File: src/hw/rtl/lfsw_pkg.sv
package lfsw_pkg;

  // Serial frame layout: one D/C bit, then eight payload bits MSB first
  localparam int unsigned FRAME_BITS = 9;
  localparam logic [3:0]  LAST_BIT   = 4'd8;
  localparam logic [1:0]  LAST_FRAME = 2'd2;   // start sends three command frames

  // Data/command line levels
  localparam logic DC_CMD  = 1'b0;
  localparam logic DC_DATA = 1'b1;

  // Command bytes: page 0, column high nibble 0, column low nibble 0
  localparam logic [7:0] CMD_PAGE0   = 8'hB0;
  localparam logic [7:0] CMD_COL_HI0 = 8'h10;
  localparam logic [7:0] CMD_COL_LO0 = 8'h00;

  // Input operation codes
  localparam logic OP_START = 1'b0;
  localparam logic OP_DATA  = 1'b1;

  // Configuration register indexes
  localparam logic REG_PANEL_WIDTH  = 1'b0;
  localparam logic REG_PANEL_HEIGHT = 1'b1;

  localparam logic [7:0] PANEL_WIDTH_RST  = 8'd128;
  localparam logic [7:0] PANEL_HEIGHT_RST = 8'd64;

  localparam int unsigned COUNT_W = 13;

  // One queued job for the serialiser
  typedef struct packed {
    logic       is_start;   // three command frames, else one data frame
    logic [7:0] data_byte;  // frame buffer byte for a data job
    logic       done;       // data job closes the update
  } job_t;

  // Command byte for frame number idx of a start job
  function automatic logic [7:0] cmd_byte(input logic [1:0] idx);
    logic [7:0] b;
    case (idx)
      2'd0:    b = CMD_PAGE0;
      2'd1:    b = CMD_COL_HI0;
      default: b = CMD_COL_LO0;
    endcase
    return b;
  endfunction

endpackage

File: src/hw/rtl/lfsw_decode.sv
module lfsw_decode (
  input  logic              clk,
  input  logic              rst,
  input  logic              cfg_write,
  input  logic              cfg_index,
  input  logic [7:0]        cfg_data,
  input  logic              in_valid,
  output logic              in_stall,
  input  logic              op,
  input  logic [7:0]        pixel_byte,
  input  logic              job_take,
  output logic              job_valid,
  output lfsw_pkg::job_t    job
);

  logic [7:0]                      panel_width;
  logic [7:0]                      panel_height;
  logic [lfsw_pkg::COUNT_W-1:0]    bytes_left;
  logic                            updating;

  logic                            accept;
  logic                            produces;
  logic [8:0]                      rows_sum;
  logic [5:0]                      rows;
  logic [13:0]                     product;
  logic [lfsw_pkg::COUNT_W-1:0]    count;
  logic [lfsw_pkg::COUNT_W-1:0]    bytes_left_next;
  lfsw_pkg::job_t                  job_next;

  // Handshake: the job slot frees when the serialiser takes it
  assign in_stall = job_valid && !job_take;
  assign accept   = in_valid && !in_stall;
  assign produces = (op == lfsw_pkg::OP_START) || updating;

  // Byte count: width * ceil(height / 8), fits in 13 bits
  always_comb begin
    rows_sum = {1'b0, panel_height} + 9'd7;
    rows     = rows_sum[8:3];
    product  = 14'(panel_width) * 14'(rows);
    count    = product[lfsw_pkg::COUNT_W-1:0];
  end

  assign bytes_left_next = bytes_left - 13'd1;

  // Job descriptor for the accepted item
  always_comb begin
    job_next.is_start  = (op == lfsw_pkg::OP_START);
    job_next.data_byte = pixel_byte;
    job_next.done      = (bytes_left_next == '0);
  end

  // Configuration registers
  always_ff @(posedge clk) begin
    if (rst) begin
      panel_width  <= lfsw_pkg::PANEL_WIDTH_RST;
      panel_height <= lfsw_pkg::PANEL_HEIGHT_RST;
    end else if (cfg_write) begin
      case (cfg_index)
        lfsw_pkg::REG_PANEL_WIDTH:  panel_width  <= cfg_data;
        lfsw_pkg::REG_PANEL_HEIGHT: panel_height <= cfg_data;
        default: ;
      endcase
    end
  end

  // Update state and job slot
  always_ff @(posedge clk) begin
    if (rst) begin
      bytes_left <= '0;
      updating   <= 1'b0;
      job_valid  <= 1'b0;
    end else begin
      if (accept) begin
        if (op == lfsw_pkg::OP_START) begin
          bytes_left <= count;
          updating   <= (count != '0);
        end else if (updating) begin
          bytes_left <= bytes_left_next;
          updating   <= (bytes_left_next != '0);
        end
      end
      if (accept && produces) begin
        job_valid <= 1'b1;
      end else if (job_take) begin
        job_valid <= 1'b0;
      end
    end
  end

  // Job payload
  always_ff @(posedge clk) begin
    if (accept && produces) begin
      job <= job_next;
    end
  end

  // An open update always has bytes outstanding
  a_updating_count: assert property (@(posedge clk) disable iff (rst)
    updating == (bytes_left != '0))
    else $error("update flag disagrees with byte count");

endmodule

File: src/hw/rtl/lfsw_serializer.sv
module lfsw_serializer (
  input  logic              clk,
  input  logic              rst,
  input  logic              job_valid,
  input  lfsw_pkg::job_t    job_in,
  output logic              job_take,
  output logic              out_valid,
  input  logic              out_stall,
  output logic              serial_bit,
  output logic              frame_end,
  output logic              update_done,
  output logic              last
);

  logic            active;
  lfsw_pkg::job_t  job;
  logic [1:0]      frame_idx;
  logic [3:0]      bit_idx;
  logic [8:0]      shift;

  logic            out_load;
  logic            cur_end;
  logic            job_end;
  logic            step;
  logic [1:0]      frame_idx_next;
  logic [8:0]      first_shift;

  assign out_load       = !out_valid || !out_stall;
  assign cur_end        = (bit_idx == lfsw_pkg::LAST_BIT);
  assign job_end        = cur_end && (!job.is_start || frame_idx == lfsw_pkg::LAST_FRAME);
  assign step           = active && out_load;
  assign job_take       = job_valid && (!active || (job_end && out_load));
  assign frame_idx_next = 2'(frame_idx + 2'd1);
  assign first_shift    = job_in.is_start ? {lfsw_pkg::DC_CMD, lfsw_pkg::CMD_PAGE0}
                                          : {lfsw_pkg::DC_DATA, job_in.data_byte};

  // Sequencing: bit within frame, frame within job
  always_ff @(posedge clk) begin
    if (rst) begin
      active    <= 1'b0;
      out_valid <= 1'b0;
      frame_idx <= '0;
      bit_idx   <= '0;
    end else begin
      if (out_load) begin
        out_valid <= active;
      end
      if (job_take) begin
        active    <= 1'b1;
        frame_idx <= '0;
        bit_idx   <= '0;
      end else if (step) begin
        if (job_end) begin
          active  <= 1'b0;
          bit_idx <= '0;
        end else if (cur_end) begin
          frame_idx <= frame_idx_next;
          bit_idx   <= '0;
        end else begin
          bit_idx <= 4'(bit_idx + 4'd1);
        end
      end
    end
  end

  // Job and shift register payload
  always_ff @(posedge clk) begin
    if (job_take) begin
      job   <= job_in;
      shift <= first_shift;
    end else if (step) begin
      if (cur_end) begin
        shift <= {lfsw_pkg::DC_CMD, lfsw_pkg::cmd_byte(frame_idx_next)};
      end else begin
        shift <= {shift[7:0], 1'b0};
      end
    end
  end

  // Output register
  always_ff @(posedge clk) begin
    if (step) begin
      serial_bit  <= shift[8];
      frame_end   <= cur_end;
      update_done <= job_end && !job.is_start && job.done;
      last        <= job_end;
    end
  end

  a_done_on_last: assert property (@(posedge clk) disable iff (rst)
    out_valid && update_done |-> frame_end && last)
    else $error("update_done outside the final bit of a frame");

  a_last_on_end: assert property (@(posedge clk) disable iff (rst)
    out_valid && last |-> frame_end)
    else $error("last result not on a frame boundary");

  a_bit_range: assert property (@(posedge clk) disable iff (rst)
    active |-> bit_idx <= lfsw_pkg::LAST_BIT)
    else $error("bit counter past end of frame");

  a_take_busy: assert property (@(posedge clk) disable iff (rst)
    job_take |=> active)
    else $error("taken job not started");

endmodule

File: src/hw/rtl/lcd_frame_serial_writer.sv
// Serial writer for a monochrome LCD on a 3-wire, 9-bit link. Each output
// transaction is one clock pulse on the serial line: a frame is a D/C bit
// followed by a byte MSB first, nine transactions in all. A start item (op 0)
// sends the commands 0xB0, 0x10, 0x00 (27 transactions) and loads a byte count
// of panel_width * ceil(panel_height / 8); each data item (op 1) then sends one
// data frame (9 transactions) until the count is used up, update_done marking
// the final bit. Data items outside an update are taken and dropped. The rate
// is set by the bit serialiser: one bit per cycle while the receiver does not
// stall the output. One decoded item waits in a job slot while the previous one
// is shifted out, so an input transaction can be taken while the serialiser is
// busy and frames follow without gaps.
module lcd_frame_serial_writer (
  input  logic        clk,
  input  logic        rst,
  input  logic        cfg_write,
  input  logic        cfg_index,
  input  logic [7:0]  cfg_data,
  input  logic        in_valid,
  output logic        in_stall,
  input  logic        op,
  input  logic [7:0]  pixel_byte,
  output logic        out_valid,
  input  logic        out_stall,
  output logic        serial_bit,
  output logic        frame_end,
  output logic        update_done,
  output logic        last
);

  logic            job_valid;
  logic            job_take;
  lfsw_pkg::job_t  job;

  lfsw_decode u_decode (
    .clk        (clk),
    .rst        (rst),
    .cfg_write  (cfg_write),
    .cfg_index  (cfg_index),
    .cfg_data   (cfg_data),
    .in_valid   (in_valid),
    .in_stall   (in_stall),
    .op         (op),
    .pixel_byte (pixel_byte),
    .job_take   (job_take),
    .job_valid  (job_valid),
    .job        (job)
  );

  lfsw_serializer u_serializer (
    .clk         (clk),
    .rst         (rst),
    .job_valid   (job_valid),
    .job_in      (job),
    .job_take    (job_take),
    .out_valid   (out_valid),
    .out_stall   (out_stall),
    .serial_bit  (serial_bit),
    .frame_end   (frame_end),
    .update_done (update_done),
    .last        (last)
  );

endmodule

File: config.mk
export PLATFORM = sky130hd
export DESIGN_NAME = lcd_frame_serial_writer
export DESIGN_NICKNAME = d
export VERILOG_FILES = /design/src/hw/rtl/lfsw_pkg.sv /design/src/hw/rtl/lfsw_decode.sv /design/src/hw/rtl/lfsw_serializer.sv /design/src/hw/rtl/lcd_frame_serial_writer.sv
export SDC_FILE = /design/constraint.sdc
export NUM_CORES = 1
export LEC_CHECK = 0
export BUFFER_PORTS_ARGS = -buffer_cell sky130_fd_sc_hd__buf_2
export CORE_ASPECT_RATIO = 1.2
export CORE_UTILIZATION = 48
export DETAILED_ROUTE_END_ITERATION = 12
export PLACE_DENSITY = 0.68
export REMOVE_ABC_BUFFERS = 1
export SYNTH_ARGS = -nofsm -noshare
export SYNTH_HDL_FRONTEND = slang
export SYNTH_SLANG_ARGS = --single-unit
export TNS_END_PERCENT = 100
File: constraint.sdc
create_clock -name clk -period 5.8 [get_ports clk]
set_clock_uncertainty 0.15 [all_clocks]
set_input_delay 0.29 -clock clk [delete_from_list [all_inputs] [get_ports clk]]
set_output_delay 0.29 -clock clk [all_outputs]
set_load 0.05 [all_outputs]
## Word level (Yosys, flattened, before mapping)

Index checks and enable logic that the tools add are counted.

- Bits in registers: 64
- Input port bits: 23
- Output and inout port bits: 6
- Word-level logic and storage cells: 79

- Add/sub/neg operators: 4
- $mul: 1
- Equal/unequal tests: 4
- Muxes and demuxes: 16
- Bitwise logic cells: 3
- Reduce and logical (&&, ||, !) cells: 32

Operators with widths:

| kind | count |
|---|---|
| two-way mux 9 bit | 4 |
| two-way mux 13 bit | 2 |
| nonzero test 13 bit | 2 |
| one-hot mux 8 bit (2 select lines) | 1 |
| logical NOT 13 bit | 1 |
| multiplier 8 x 6 -> 13 bit | 1 |
| subtractor 13 x 1 -> 13 bit (second input constant) | 1 |
| adder 8 x 3 -> 9 bit (second input constant) | 1 |
| logical AND 1 bit | 9 |
| two-way mux 4 bit | 2 |
| AND reduction 2 bit | 4 |
| two-way mux 1 bit | 7 |
| logical NOT 1 bit | 6 |
| nonzero test 2 bit | 3 |
| adder 4 x 1 -> 4 bit (second input constant) | 1 |
| == test 4 bit (second input constant) | 1 |
| logical OR 1 bit | 4 |
| inverter 1 bit | 3 |
| AND reduction 3 bit | 1 |
| adder 2 x 1 -> 2 bit (second input constant) | 1 |
| == test 2 x 1 -> 1 bit (second input constant) | 1 |
| == test 2 bit (second input constant) | 1 |
| logical NOT 2 bit | 1 |
| != test 2 x 1 -> 1 bit (second input constant) | 1 |
| OR reduction 2 bit | 1 |

## Logic depth before layout (Yosys ltp)

Gate-level depths: netlist of run 1.

- Depth in word-level cells: 12
- Depth in mapped cells: 19
- Gate-level depth less buffers: 19

## Modules after synthesis

A second synthesis of run 1 with hierarchy kept.

- Cell total of the unflattened synthesis: 496
- Area total of the unflattened synthesis: 4590.7 um^2

By module, submodules not included:

| module | times used | cells an instance | area each (um^2) |
|---|---|---|---|
| lfsw_decode | 1 | 399 | 3459.6 |
| lfsw_serializer | 1 | 97 | 1131.1 |

## Worst setup path before layout of run 1

No wires, ideal clock.

- Path kind: reg-to-reg
- From: register u_decode.panel_height[4]
- To: register u_decode.updating
- Arrival time: 4.560 ns
- Data required time: 5.518 ns
- Path slack: 0.958 ns
- Stages on the path, launching flop included: 18
- Period minus slack after synthesis: 4.842 ns
- Path through: dfxtp_1 -> o311ai_1 -> or3_1 -> xnor2_1 -> and2_1 -> fa_1 -> fa_1 -> inv_1 -> fa_1 -> inv_1 -> ha_1 -> o21ai_0 -> o21bai_1 -> or3_1 -> a31oi_1 -> xnor2_1 -> o41ai_2 -> o32ai_1

- Cells in the longest elaborated chain, start to end: 4

RTL lines:

| element | RTL line | text |
|---|---|---|
| start: declaration | lfsw_decode.sv:17 | `logic [7:0] panel_height;` |
| start signal: assignment | lfsw_decode.sv:56 | `panel_height <= lfsw_pkg::PANEL_HEIGHT_RST;` |
| start signal: assignment | lfsw_decode.sv:60 | `lfsw_pkg::REG_PANEL_HEIGHT: panel_height <= cfg_data;` |
| adder 8 x 3 -> 9 bit | lfsw_decode.sv:37 | `rows_sum = {1'b0, panel_height} + 9'd7;` |
| multiplier 8 x 6 -> 13 bit | lfsw_decode.sv:39 | `product = 14'(panel_width) * 14'(rows);` |
| nonzero test 13 bit | lfsw_decode.sv:76 | `updating <= (count != '0);` |
| two-way mux 1 bit | lfsw_decode.sv:74 | `if (op == lfsw_pkg::OP_START) begin` |
| end signal: assignment | lfsw_decode.sv:76 |  |
| end signal: assignment | lfsw_decode.sv:79 | `updating <= (bytes_left_next != '0);` |
| end: declaration | lfsw_decode.sv:19 | `logic updating;` |

No other way between the ends.
A chain may end at the register's enable or synchronous reset.

## Final worst setup path of run 1

Ends and elaborated chain as after synthesis.

==> impl.org, run 1 <==
** Setup path
- The largest individual stage delay along the critical path comes from the cell sky130_fd_sc_hd__fa_1.
- Number of buffer and inverter instances along the worst setup path :: 2
- Category of the worst setup path capture point :: register
- STA puts the critical path data required time at slightly below 6 ns.
- CP startpoint kind :: register
- Traced cell by cell, the critical path runs through o311ai_1 -> or3_1 -> xnor2_1 -> and2_1 -> fa_1 -> fa_1 -> inv_1 -> fa_1 -> inv_1 -> ha_1 -> o21ai_0 -> o21bai_1 -> or3_1 -> a31oi_1 -> xnor2_1 -> o41ai_2 -> o32ai_1.
- The critical path is of the register to register type.
- Maximum net fanout on the critical path :: 8
- Family with the most delay on the worst path :: adder cells
- Data arrival time of the critical path :: ~5.3 ns
- Most used cell along the critical path :: sky130_fd_sc_hd__fa_1
- In this design, the stage delay of the slowest critical-path cell is 0.54 ns.

** CTS
- Clock tree from TritonCTS :: built
- For this design, the sink count on the clock tree is 64.
- Later-pin clock latency in the skew report :: between 0.3 and 0.4 ns
- Counting the buffers created by CTS gives 9.
- The tree is rooted in a sky130_fd_sc_hd__clkbuf_8.
- Buffers inserted during post-CTS setup optimization :: 0
- After clock tree synthesis, the clock-pin slew on the worst setup and hold paths is 0.08 ns.
- In this run the deepest clock path goes through 2 buffers.
- Total number of H-tree levels :: 3

** Synthesis
- Each instance of the synthesized netlist takes up on average ~8.7 um2.
- Most common flop cell mapped by yosys :: sky130_fd_sc_hd__dfxtp_1
- Count of flip-flops with a built-in enable after synthesis :: 25
- Synthesis handed over a netlist of ~520 instances.
- Yosys mapped the design onto between 50 and 60 distinct sky130hd cell types.
- Part of the Yosys area used for sequential elements :: 0.340
- FF+latch count, synth :: 64
- For this run, the number of Yosys warnings is 0.
- Area of the mapped netlist :: 0.00451 mm2
- Post-synth ARST share :: 0

** Route
- Mean routed wirelength per cell :: about 14 um
- Count of routing violations after the opening detailed-route iteration :: between 150 and 200
- For this run, the detailed router's first-pass iteration total came to 5.
- Using the TritonRoute via totals, the vias-per-cell ratio works out to between 5 and 6.
- Count of vias placed by the detailed router :: roughly 3.6k
- Wires add up to around 9200 um.
- In the routed design, unresolved DRC markers number 0.
- Once detail routing completed, the nets flagged for antenna violations numbered 0.

** Floorplan
- The region available for standard cell placement spans around 0.0091 mm2.
- Io pins :: 29
- From bottom edge to top edge, the die measures around 110 um.
- The initial utilization of the core area, before any placement, comes to 0.496.
- In this run the horizontal extent of the chip is around 90 um.
- Die Footprint :: a little under 0.01 mm2
- The floorplan has 38 rows.

** GRT
- For this run, the total global-route usage over all layers was measured as 0.204.
- Entering global routing, the biggest net connects 36 pins.
- The first global-routing pass estimated 16,000 um of wire.
- Aggregate global routing overflow :: 0
- The number of antenna violations at the first check in global routing is 0.
- The number of global-route vias before repair is 3,597.

** Place
- Once detailed placement completed, the half-perimeter wirelength came to ~7000 um.
- Quantity of I/O buffers inserted on ports :: 28
- Routability-driven placement finished with a final weighted congestion of 0.803.
- Worst setup slack before clock tree synthesis :: ~0.53 ns

** Timing
- In the finished design, the share of the clock period the worst path needs comes to 0.910.
- Max Clock Freq :: 190 MHz
- Transition at the pin with the smallest max-transition slack :: about 0.91 ns
- Setup repair after global routing left no endpoint under its margin.
- Final worst slack :: roughly 0.52 ns
- Counting I/O delays and the setup requirement, the final critical path takes 5.28 ns.
- Setup violations remaining at the end of the flow were counted as 0.
- Headroom to the max-slew limit came out at 0.392.
- Final count of hold timing violations :: 0
- The number of max-slew violations in the final report came to 0.
- For the final routed database, the setup TNS stands at 0 ns.

** Finish
- Net total in the final layout :: between 600 and 700
- Counting the fill cells in the layout gives roughly 840.
- The number of antenna diodes in the final layout is 0.
- The library cell used most frequently in the layout, excluding fill and tap cells, is sky130_fd_sc_hd__nand2_1.
- In the final layout, the share of cells above drive strength 1 is 0.0967.
- Highest-count cells in the layout ignoring fill and taps :: 69 x sky130_fd_sc_hd__nand2_1, 48 x sky130_fd_sc_hd__inv_1, 40 x sky130_fd_sc_hd__nor2_1, 39 x sky130_fd_sc_hd__dfxtp_1, 34 x sky130_fd_sc_hd__a21oi_1
- Once layout is complete, the utilization of the core stands at 0.548.
- Compared with the post-synthesis result, the final layout area differs by 10.4%.

** Outcome
- Run status :: finished, final reports clean

** Power
- The internal power of the cells totals 0.798 mW.
- Comb power frac :: 0.213
- Overall power after layout :: 1.16 mW
- Dividing total power by cell area gives a power density of 233 mW/mm2.
- Switching pwr :: ~0.36 mW
- Of the total power, the share spent switching nets is 0.310.
- Worst voltage drop across the vdd grid :: 0.185 mV
- Leakage power :: 2.11 nW
- The share of total power dissipated in the clock network is 0.330.
- The share of total power dissipated in sequential elements is 0.457.

** Worst hold path
- The path class of the tightest hold or removal check is primary input to register.

** Job
- Across the run, the number of max-cap violations was 0.
==> cell families (layout without fill, tap and decap cells) <==
group,Yosys count,count (layout),share of synthesized area
buf+inv,69,100,0.0611
xor+xnor,19,19,0.0369
fa+ha+maj,51,51,0.182
simple gates,222,222,0.253
flops,64,64,0.340
compound gates,92,92,0.127
==> final cells by class <==
cell class	count	area [um2]	area share
clock buffers	9	124	0.0249
clock inverters	7	70.1	0.0141
inverters	48	180	0.0362
multi-input cells	384	2700	0.543
flip-flops and latches	64	1530	0.308
well taps	120	150	0.0302
repair buffers	36	220	0.0443
==> stage by stage <==
step | cell area, um2 | hold slack (ns) | instances
2_1_floorplan | 4410 | 0.209 | 496
3_3_place_gp | 4700 | 0.251 | 644
3_5_place_dp | 4700 | 0.255 | 644
4_1_cts | 4970 | 0.0155 | 668
5_1_grt | 4970 | 0.0530 | 668
6_report | 4970 | 0.0204 | 668
==> worst paths after layout <==
path	start	to	slack [ns]	cells after the start
hold reg to reg	u_serializer.shift[8]$_DFFE_PP_	u_serializer.serial_bit$_DFFE_PP_	0.27	0
setup / recovery	u_decode.panel_height[4]$_SDFFE_PP0P_	u_decode.updating$_SDFFE_PP0P_	0.52	17
setup reg to reg	u_decode.panel_height[4]$_SDFFE_PP0P_	u_decode.updating$_SDFFE_PP0P_	0.52	17
hold / removal	cfg_data[7]	u_decode.panel_width[7]$_SDFFE_PP1P_	0.02	3
==> synthesized netlist by cell type, drive strengths merged, types with 8 or more instances <==
master	instances	area, um2
nand2b	11	68.8
o21ai	22	110
xnor2	17	149
nor2b	18	113
a21oi	34	170
edfxtp	25	751
nand3	18	90.1
clkbuf	16	62.6
nor3	13	65.1
and2	23	144
nand2	69	259
ha	27	338
a22oi	8	60.1
nor2	40	150
fa	24	480
dfxtp	39	781
inv	48	180
==> sequential cells by signal, summed over array words and instances, names as in the netlist <==
name,cells
u_serializer.shift,9
u_serializer.frame_end,1
u_serializer.active,1
u_decode.panel_width,8
u_serializer.serial_bit,1
u_decode.job_valid,1
u_serializer.out_valid,1
u_decode.bytes_left,13
u_decode.updating,1
u_serializer.bit_idx,4
u_decode.job,10
u_serializer.job,2
u_serializer.frame_idx,2
u_decode.panel_height,8
u_serializer.update_done,1
u_serializer.last,1
==> tightest hold or removal path: stages <==
cell and delay [ns]:
sky130_fd_sc_hd__buf_2 0.09, sky130_fd_sc_hd__nand2_1 0.05, sky130_fd_sc_hd__nand3b_1 0.07
==> timing repair <==
item	in CTS	in global routing
hold buffers	8	0
endpoints found under the setup margin	0	0
gates resized for setup	0	0
endpoints found under the hold margin	8	0
==> routing by layer <==
metal	share of wire	GRT usage	wire, um
met5	0	0	0
met4	0.016	0.0749	151
met3	0.035	0.0359	324
met2	0.51	0.377	4710
met1	0.44	0.236	4000
==> power by group through the flow <==
stage	sequential (mW)	clock, mW	combinational [mW]
6_report	0.529	0.382	0.247
5_1_grt	0.533	0.408	0.282
4_1_cts	0.528	0.389	0.248
3_5_place_dp	0.538	0	0.242
3_3_place_gp	0.537	0	0.235
2_1_floorplan	0.536	0	0.179
(Power assumes the default switching activity.)
==> inputs of run 2 (changes only) <==
clock period = 6.5 ns   (was 5.8 ns; I/O delays follow)
==> run 2 against run 1 <==
  * Critical path depth is the same
  * Cell area grew 0.50%
  * Non-clock buffer count is the same
  * Utilization grew 0.28 points
  * Via count grew 1.1%
  * Power shrank 6.9%
  * Critical endpoint unchanged
==> impl.org, run 2 (synthesis results as in run 1) <==
** Finish
- Fill cells in the final layout number 840.
- Ranked by flip-flop count, first place goes to u_decode.bytes_left.
- The register with the most flip-flops in the layout has 13 of them.
- Synth-to-Final Area Change :: 11.0%
- Leading cell type in the layout, fill and taps excluded :: sky130_fd_sc_hd__nand2_1
- The count of cells in the finished layout, fillers not included, comes to approximately 670.
- In the layout the commonest cells are 69 x sky130_fd_sc_hd__nand2_1, 48 x sky130_fd_sc_hd__inv_1, 40 x sky130_fd_sc_hd__nor2_1, 39 x sky130_fd_sc_hd__dfxtp_1, 34 x sky130_fd_sc_hd__a21oi_1.
- The largest registers in the layout are u_decode.bytes_left: 13 flops, u_decode.job: 10 flops, u_serializer.shift: 9 flops.
- Net total in the final layout :: ~600
- The repair_antennas step left the layout with diodes totalling 0.
- Of the cells placed in the final design, the portion with a size suffix greater than 1 is 0.0985.

** Floorplan
- Io pins :: 29
- Row count :: 38
- DIE WIDTH :: between 90 and 100 um
- The die covers approximately 0.01 mm2.
- Starting utilization of the core area :: 0.496
- Floorplan die height :: between 100 and 150 um
- The floorplan step defined a core boundary enclosing ~0.0091 mm2.

** Route
- After detailed routing, the number of remaining DRC violations is 0.
- In this run, the number of DRC markers left after iteration 0 of detailed routing was ~150.
- Antenna viol nets, final :: 0
- Before antenna repair, the detailed router went through 4 iterations.
- For this block, the routed nets add up to 9130 um of wire.
- The detailed router placed 3,624 vias in this run.
- After detailed routing, the average wire length per cell comes to ~14 um.
- Via-per-instance ratio :: around 5.4

** CTS
- After clock tree synthesis, the clock-pin slew on the worst setup and hold paths is 0.08 ns.
- Later-pin clock latency in the skew report :: approximately 0.36 ns
- The longest clock path from root to sink contains 2 buffers.
- After clock tree synthesis, the setup repair step added 0 buffers.
- Count of cells resized by post-cts repair :: 0
- After clock tree synthesis, the flow added hold-fix buffers numbering 8.
- Clock sink count :: 64
- Cell chosen for the clock root :: sky130_fd_sc_hd__clkbuf_8
- Total number of H-tree levels :: 3
- Buffers inserted during clock tree synthesis total 9.
- Clock tree from TritonCTS :: built

** Worst hold path
- Hold Crit Endpoint :: u_decode.panel_width[7]$_SDFFE_PP1P_
- The min-delay analysis places its worst path in the category primary input to register.
- Worst Hold Depth :: 3
- Startpoint of the lowest-slack hold path :: cfg_data[7]

** Setup path
- Category of the worst setup path capture point :: register
- Most used cell along the critical path :: sky130_fd_sc_hd__fa_1
- Critical path's largest stage delay :: about 0.54 ns
- Family with the most delay on the worst path :: adder cells
- Data arrival time of the critical path :: 5.35 ns
- Critical Path, Cell by Cell :: o311ai_1 -> or3_1 -> xnor2_1 -> and2_1 -> fa_1 -> fa_1 -> inv_1 -> fa_1 -> inv_1 -> ha_1 -> o21ai_0 -> o21bai_1 -> or3_1 -> a31oi_1 -> xnor2_1 -> o41ai_2 -> o32ai_1
- Standard cell with the maximum stage delay on the critical path :: sky130_fd_sc_hd__fa_1
- Crit Path Class :: register to register
- Register-to-register setup slack :: ~1.2 ns
- Maximum net fanout on the critical path :: 8
- Number of cells on the worst reg-to-reg path :: 17
- The worst register-to-register path begins at u_decode.panel_height[4]$_SDFFE_PP0P_.
- STA classifies the critical path startpoint as a register.
- Critical R2R Capture :: u_decode.updating$_SDFFE_PP0P_
- Number of buffer and inverter instances along the worst setup path :: 2
- At the worst endpoint, the required time is between 6 and 7 ns.

** Timing
- Once routing completed, OpenROAD measured the worst setup slack at 1.22 ns.
- Transition at the pin with the smallest max-transition slack :: between 0.8 and 0.9 ns
- Hold is met by slightly above 0.05 ns.
- Final count of hold timing violations :: 0
- Adding up every negative setup slack in the final design gives 0 ns.
- Setup violations remaining at the end of the flow were counted as 0.
- Unrepaired setup endpoints after global routing :: false
- The worst pin sits at a relative slew slack of 0.400.
- Counting I/O delays and the setup requirement, the final critical path takes ~5.3 ns.
- Max-slew violation count :: 0
- Fraction of the cycle the final worst path needs :: 0.812
- Max Clock Freq :: about 190 MHz

** Outcome
- The run finished with clean final reports.

** Power
- Pwr/cell area :: between 200 and 250 mW/mm2
- Overall power after layout :: 1.08 mW
- Leakage power :: about 2.1 nW
- Worst voltage drop across the vdd grid :: between 0.1 and 0.15 mV

** GRT
- Tot GR Track Use :: 0.203
- Global routing finished with a remaining overflow of 0.
- Number of antenna violations at the first check in global routing :: 0
- Pin count of the biggest net entering global routing :: 36
- The first global-routing pass estimated between 15,000 and 20,000 um of wire.
- Vias in the first global route :: ~3.6k

** Place
- Weighted congestion at the end of routability-driven global placement :: approximately 0.8
- Number of instances in the placed design :: ~640
- HPWL Detailed :: approximately 7000 um
- Worst setup slack before clock tree synthesis :: about 1.2 ns
- Quantity of I/O buffers inserted on ports :: 28

** Job
- Max-cap violation count :: 0
-- run 2: cell types whose count changed in the layout (fill, tap and decap cells not counted) --
cell	change
sky130_fd_sc_hd__clkinv_2	+1
sky130_fd_sc_hd__clkinv_1	-1
sky130_fd_sc_hd__bufinv_16	+1
sky130_fd_sc_hd__clkinvlp_4	-2
sky130_fd_sc_hd__clkinv_4	+1
-- run 2: area by class of cell --
type	count	area, um2	area share
Clock buffer	9	124	0.0248
Inverter	48	180	0.0360
Timing Repair Buffer	36	220	0.0440
Multi-Input combinational cell	384	2700	0.540
Clock inverter	7	95.1	0.0190
Tap cell	120	150	0.0300
Sequential cell	64	1530	0.306
-- run 2: per-stage QoR --
step,instance area [um2],util
5_1_grt,5000,0.551
2_1_floorplan,4410,-
4_1_cts,5000,0.551
3_5_place_dp,4700,0.518
3_3_place_gp,4700,0.518
6_report,5000,0.551
-- run 2: tightest hold or removal path: stages --
cell	delay, ns
sky130_fd_sc_hd__buf_2	0.09
sky130_fd_sc_hd__nand2_1	0.05
sky130_fd_sc_hd__nand3b_1	0.07
-- run 2: worst max-delay path by stage --
stage	startpoint	to	slack, ns	cells past startpoint
after global placement	u_decode.panel_height[4]$_SDFFE_PP0P_	u_decode.updating$_SDFFE_PP0P_	1.41	16
after floorplan	u_decode.panel_height[4]$_SDFFE_PP0P_	u_decode.updating$_SDFFE_PP0P_	1.66	17
after global routing	u_decode.panel_height[4]$_SDFFE_PP0P_	u_decode.updating$_SDFFE_PP0P_	0.82	17
final	u_decode.panel_height[4]$_SDFFE_PP0P_	u_decode.updating$_SDFFE_PP0P_	1.22	17
after CTS	u_decode.panel_height[4]$_SDFFE_PP0P_	u_decode.updating$_SDFFE_PP0P_	1.22	17
after detailed placement	u_decode.panel_height[4]$_SDFFE_PP0P_	u_decode.updating$_SDFFE_PP0P_	1.23	17
-- run 2: power breakdown --
| group | leakage (nW) | switching (mW) | internal [mW] |
|---|---|---|---|
| clock | 0.110 | 0.169 | 0.216 |
| combinational | 1.46 | 0.131 | 0.0894 |
| sequential | 0.558 | 0.0249 | 0.447 |
| total | 2.13 | 0.325 | 0.753 |
-- run 2: per-layer routing --
layer	up-vias	track usage	wire length [um]
met5	-	0	0
met4	0	0.107	232
met3	20	0.0331	318
met2	79	0.365	4610
met1	1723	0.233	3960
li1	1802	-	-
==> inputs of run 3 (changes only) <==
PLACE_DENSITY = 0.7   (was 0.68)
clock period = 4.6 ns   (was 6.5 ns; I/O delays follow)
==> run 3 against run 2 <==
  * The run now ends with setup timing left
  * Worst setup slack got worse by 1.3 ns
  * Sequential power increased by 41%
  * Power increased by 49%
  * Wire length increased by 16%
  * Die area unchanged
  * Global-route usage increased by 2.4 points
  * Cell count increased by 8.2%
  * Fmax increased by 12%
  * Combinational power increased by 77%
  * Utilization increased by 8.0 points
  * First-iteration DRC count increased by 16%
  * Critical endpoint unchanged
  * Largest power group unchanged
==> impl.org, run 3 (synthesis results as in run 1) <==
** Floorplan
- Measured along the x axis, the die boundary spans 90.4 um.
- Die Footprint :: just under 0.01 mm2
- Floorplan die height :: ~110 um
- After floorplanning, the core was divided into 38 placement rows.
- Io pins :: 29
- The region available for standard cell placement spans 0.00908 mm2.
- The initial utilization of the core area, before any placement, comes to 0.496.

** CTS
- Cell chosen for the clock root :: sky130_fd_sc_hd__clkbuf_8
- The number of clock buffers added by TritonCTS is 9.
- Later-pin clock latency in the skew report :: roughly 0.35 ns
- Worst-path clk slew :: approximately 0.070 ns
- The H-tree generated during clock tree synthesis spans 3 levels.
- Clock tree from TritonCTS :: built
- Maximum number of buffers from clock root to sink :: 2
- Clock sink count :: 64

** Timing
- Worst slew margin relative to its limit :: 0.392
- Timing would allow up to approximately 210 MHz.
- The routed design could run at a clock period as short as approximately 4.7 ns.
- Unrepaired setup endpoints after global routing :: true
- For the pin with the worst max-slew slack, the measured transition is between 0.9 and 1 ns.
- In the post-route analysis, the smallest setup slack over all paths is -0.110 ns.
- Setup violations remaining at the end of the flow were counted as 3.
- Max-slew violation count :: 0
- Final count of hold timing violations :: 0
- Fraction of the cycle the final worst path needs :: 1.02
- For the final routed database, the setup TNS stands at -0.255 ns.

** Place
- Routability-driven placement finished with a final weighted congestion of ~0.84.
- During placement, the flow inserted port buffers numbering 28.
- After detailed placement, the total cell area comes to 0.00496 mm2.
- HPWL Detailed :: between 7000 and 8000 um
- Number of instances in the placed design :: 678

** Route
- After detailed routing, the average wire length per cell comes to 14.6 um.
- Pre-antenna DRT Iters :: 6
- Count of routing violations after the opening detailed-route iteration :: ~180
- Number of DRC violations after detailed routing :: 0
- Via-per-instance ratio :: ~5.4
- Antenna viol nets, final :: 0
- Final Routed Wirelength :: 10,600 um
- Count of vias placed by the detailed router :: a little under 4k

** Job
- Max-cap violation count :: 0

** Setup path
- Number of buffer and inverter instances along the worst setup path :: 6
- Across all register-to-register paths, the minimum setup slack is -0.11 ns.
- By startpoint and endpoint, the worst setup path is classified as register to register.
- Data arrival time of the critical path :: about 4.8 ns
- CP startpoint kind :: register
- On the worst path, the slowest cell contributes a delay of ~0.54 ns.
- The signal on the critical path passes through o311ai_4 -> buf_6 -> xnor2_4 -> buf_6 -> nor2b_2 -> fa_1 -> fa_1 -> inv_1 -> fa_1 -> inv_2 -> ha_4 -> buf_6 -> a21o_1 -> a21oi_2 -> buf_4 -> a31oi_1 -> nor2_1 -> xnor2_2 -> o41ai_2 -> o32ai_1.
- Family with the most delay on the worst path :: adder cells
- STA classifies the critical path endpoint as a register.
- Maximum net fanout on the critical path :: 5
- Standard cell with the maximum stage delay on the critical path :: sky130_fd_sc_hd__fa_1
- Required time of the critical path :: 4.66 ns

** Finish
- The repair_antennas step left the layout with diodes totalling 0.
- Post-route design area :: 0.00573 mm2
- Synth-to-Final Area Change :: 27.2%
- Largest Register :: u_decode.bytes_left
- Fraction of layout instances using a drive strength above 1 :: 0.247
- Top flop regs :: u_decode.bytes_left: 13 flops, u_decode.job: 10 flops, u_serializer.shift: 9 flops
- Leading cell type in the layout, fill and taps excluded :: sky130_fd_sc_hd__nand2_1
- Largest register FFs :: 13
- Net total in the final layout :: 672
- Once layout is complete, the cells apart from fillers number 723.
- In the layout the commonest cells are 67 x sky130_fd_sc_hd__nand2_1, 42 x sky130_fd_sc_hd__inv_1, 41 x sky130_fd_sc_hd__buf_4, 40 x sky130_fd_sc_hd__nor2_1, 34 x sky130_fd_sc_hd__dfxtp_1.

** GRT
- Entering global routing, the biggest net connects 36 pins.
- The number of global-route vias before repair came to 3,877.
- Tot GR Track Use :: 0.226
- Global-route wire length before repair :: ~18,000 um
- Aggregate global routing overflow :: 0
- The number of antenna violations at the first check in global routing came to 0.

** Power
- Worst voltage drop across the vdd grid :: 0.191 mV
- Pwr/cell area :: about 280 mW/mm2
- Leakage power :: between 2 and 2.5 nW

** Worst hold path
- The path class of the tightest hold or removal check is primary input to register.

** Outcome
- The final reports fail on setup timing.
- The flow ran to the end, but the final reports show violations.
-- run 3: changes by cell type in the layout (fill, tap and decap cells not counted), sizes merged --
cell / change
buf: +47
clkbuf: +2
clkinv: -2
clkinvlp: +1
dlygate4sd3: +8
inv: -1
-- run 3: worst paths after layout --
path | from | endpoint | cells past startpoint
hold reg to reg | u_serializer.shift[8]$_DFFE_PP_ | u_serializer.serial_bit$_DFFE_PP_ | 0
hold / removal | cfg_write | u_decode.panel_height[2]$_SDFFE_PP0P_ | 3
setup / recovery | u_decode.panel_height[2]$_SDFFE_PP0P_ | u_decode.updating$_SDFFE_PP0P_ | 20
setup reg to reg | u_decode.panel_height[2]$_SDFFE_PP0P_ | u_decode.updating$_SDFFE_PP0P_ | 20
-- run 3: timing repair --
| item | in CTS | in global routing |
|---|---|---|
| hold buffers | 16 | 0 |
| setup buffers | 13 | 0 |
| pin swaps | 44 | 5 |
| resized for setup | 57 | 9 |
| setup endpoints to repair | 7 | 6 |
| hold endpoints to repair | 23 | 0 |
-- run 3: area by class of cell --
class | instances | area (um2)
inverters | 48 | 180
multi-input cells | 384 | 2960
clock inverters | 5 | 80.1
clock buffers | 11 | 141
fillers | 754 | 3350
well taps | 120 | 150
repair buffers | 91 | 676
flip-flops and latches | 64 | 1550
-- run 3: per-stage QoR --
step / hold slack [ns] / setup WS (ns) / utilization / total power, mW
floorplan: 0.149 / -0.242 / - / 0.901
global placement: 0.252 / -0.223 / 0.546 / 1.00
detailed placement: 0.258 / -0.445 / 0.546 / 1.01
CTS: 0.0574 / -0.0817 / 0.626 / 1.60
global route: 0.0888 / -0.291 / 0.631 / 1.68
finish: 0.0713 / -0.110 / 0.631 / 1.61
-- run 3: tightest hold or removal path: cells and delay by family --
kind	cells	cell delay, ns
simple gates	1	0.10
buf+inv	1	0.16
compound gates	1	0.05
-- run 3: per-layer routing --
metal	GRT usage	wire [um]
met4	0.0760	129
met3	0.0408	334
met2	0.427	5700
met1	0.257	4400
met5	0	0
-- run 3: where the power goes --
group	total, mW	switching (mW)	internal, mW
registers	0.667	0.0359	0.631
clock network	0.551	0.232	0.319
logic	0.390	0.212	0.178
total	1.61	0.479	1.13
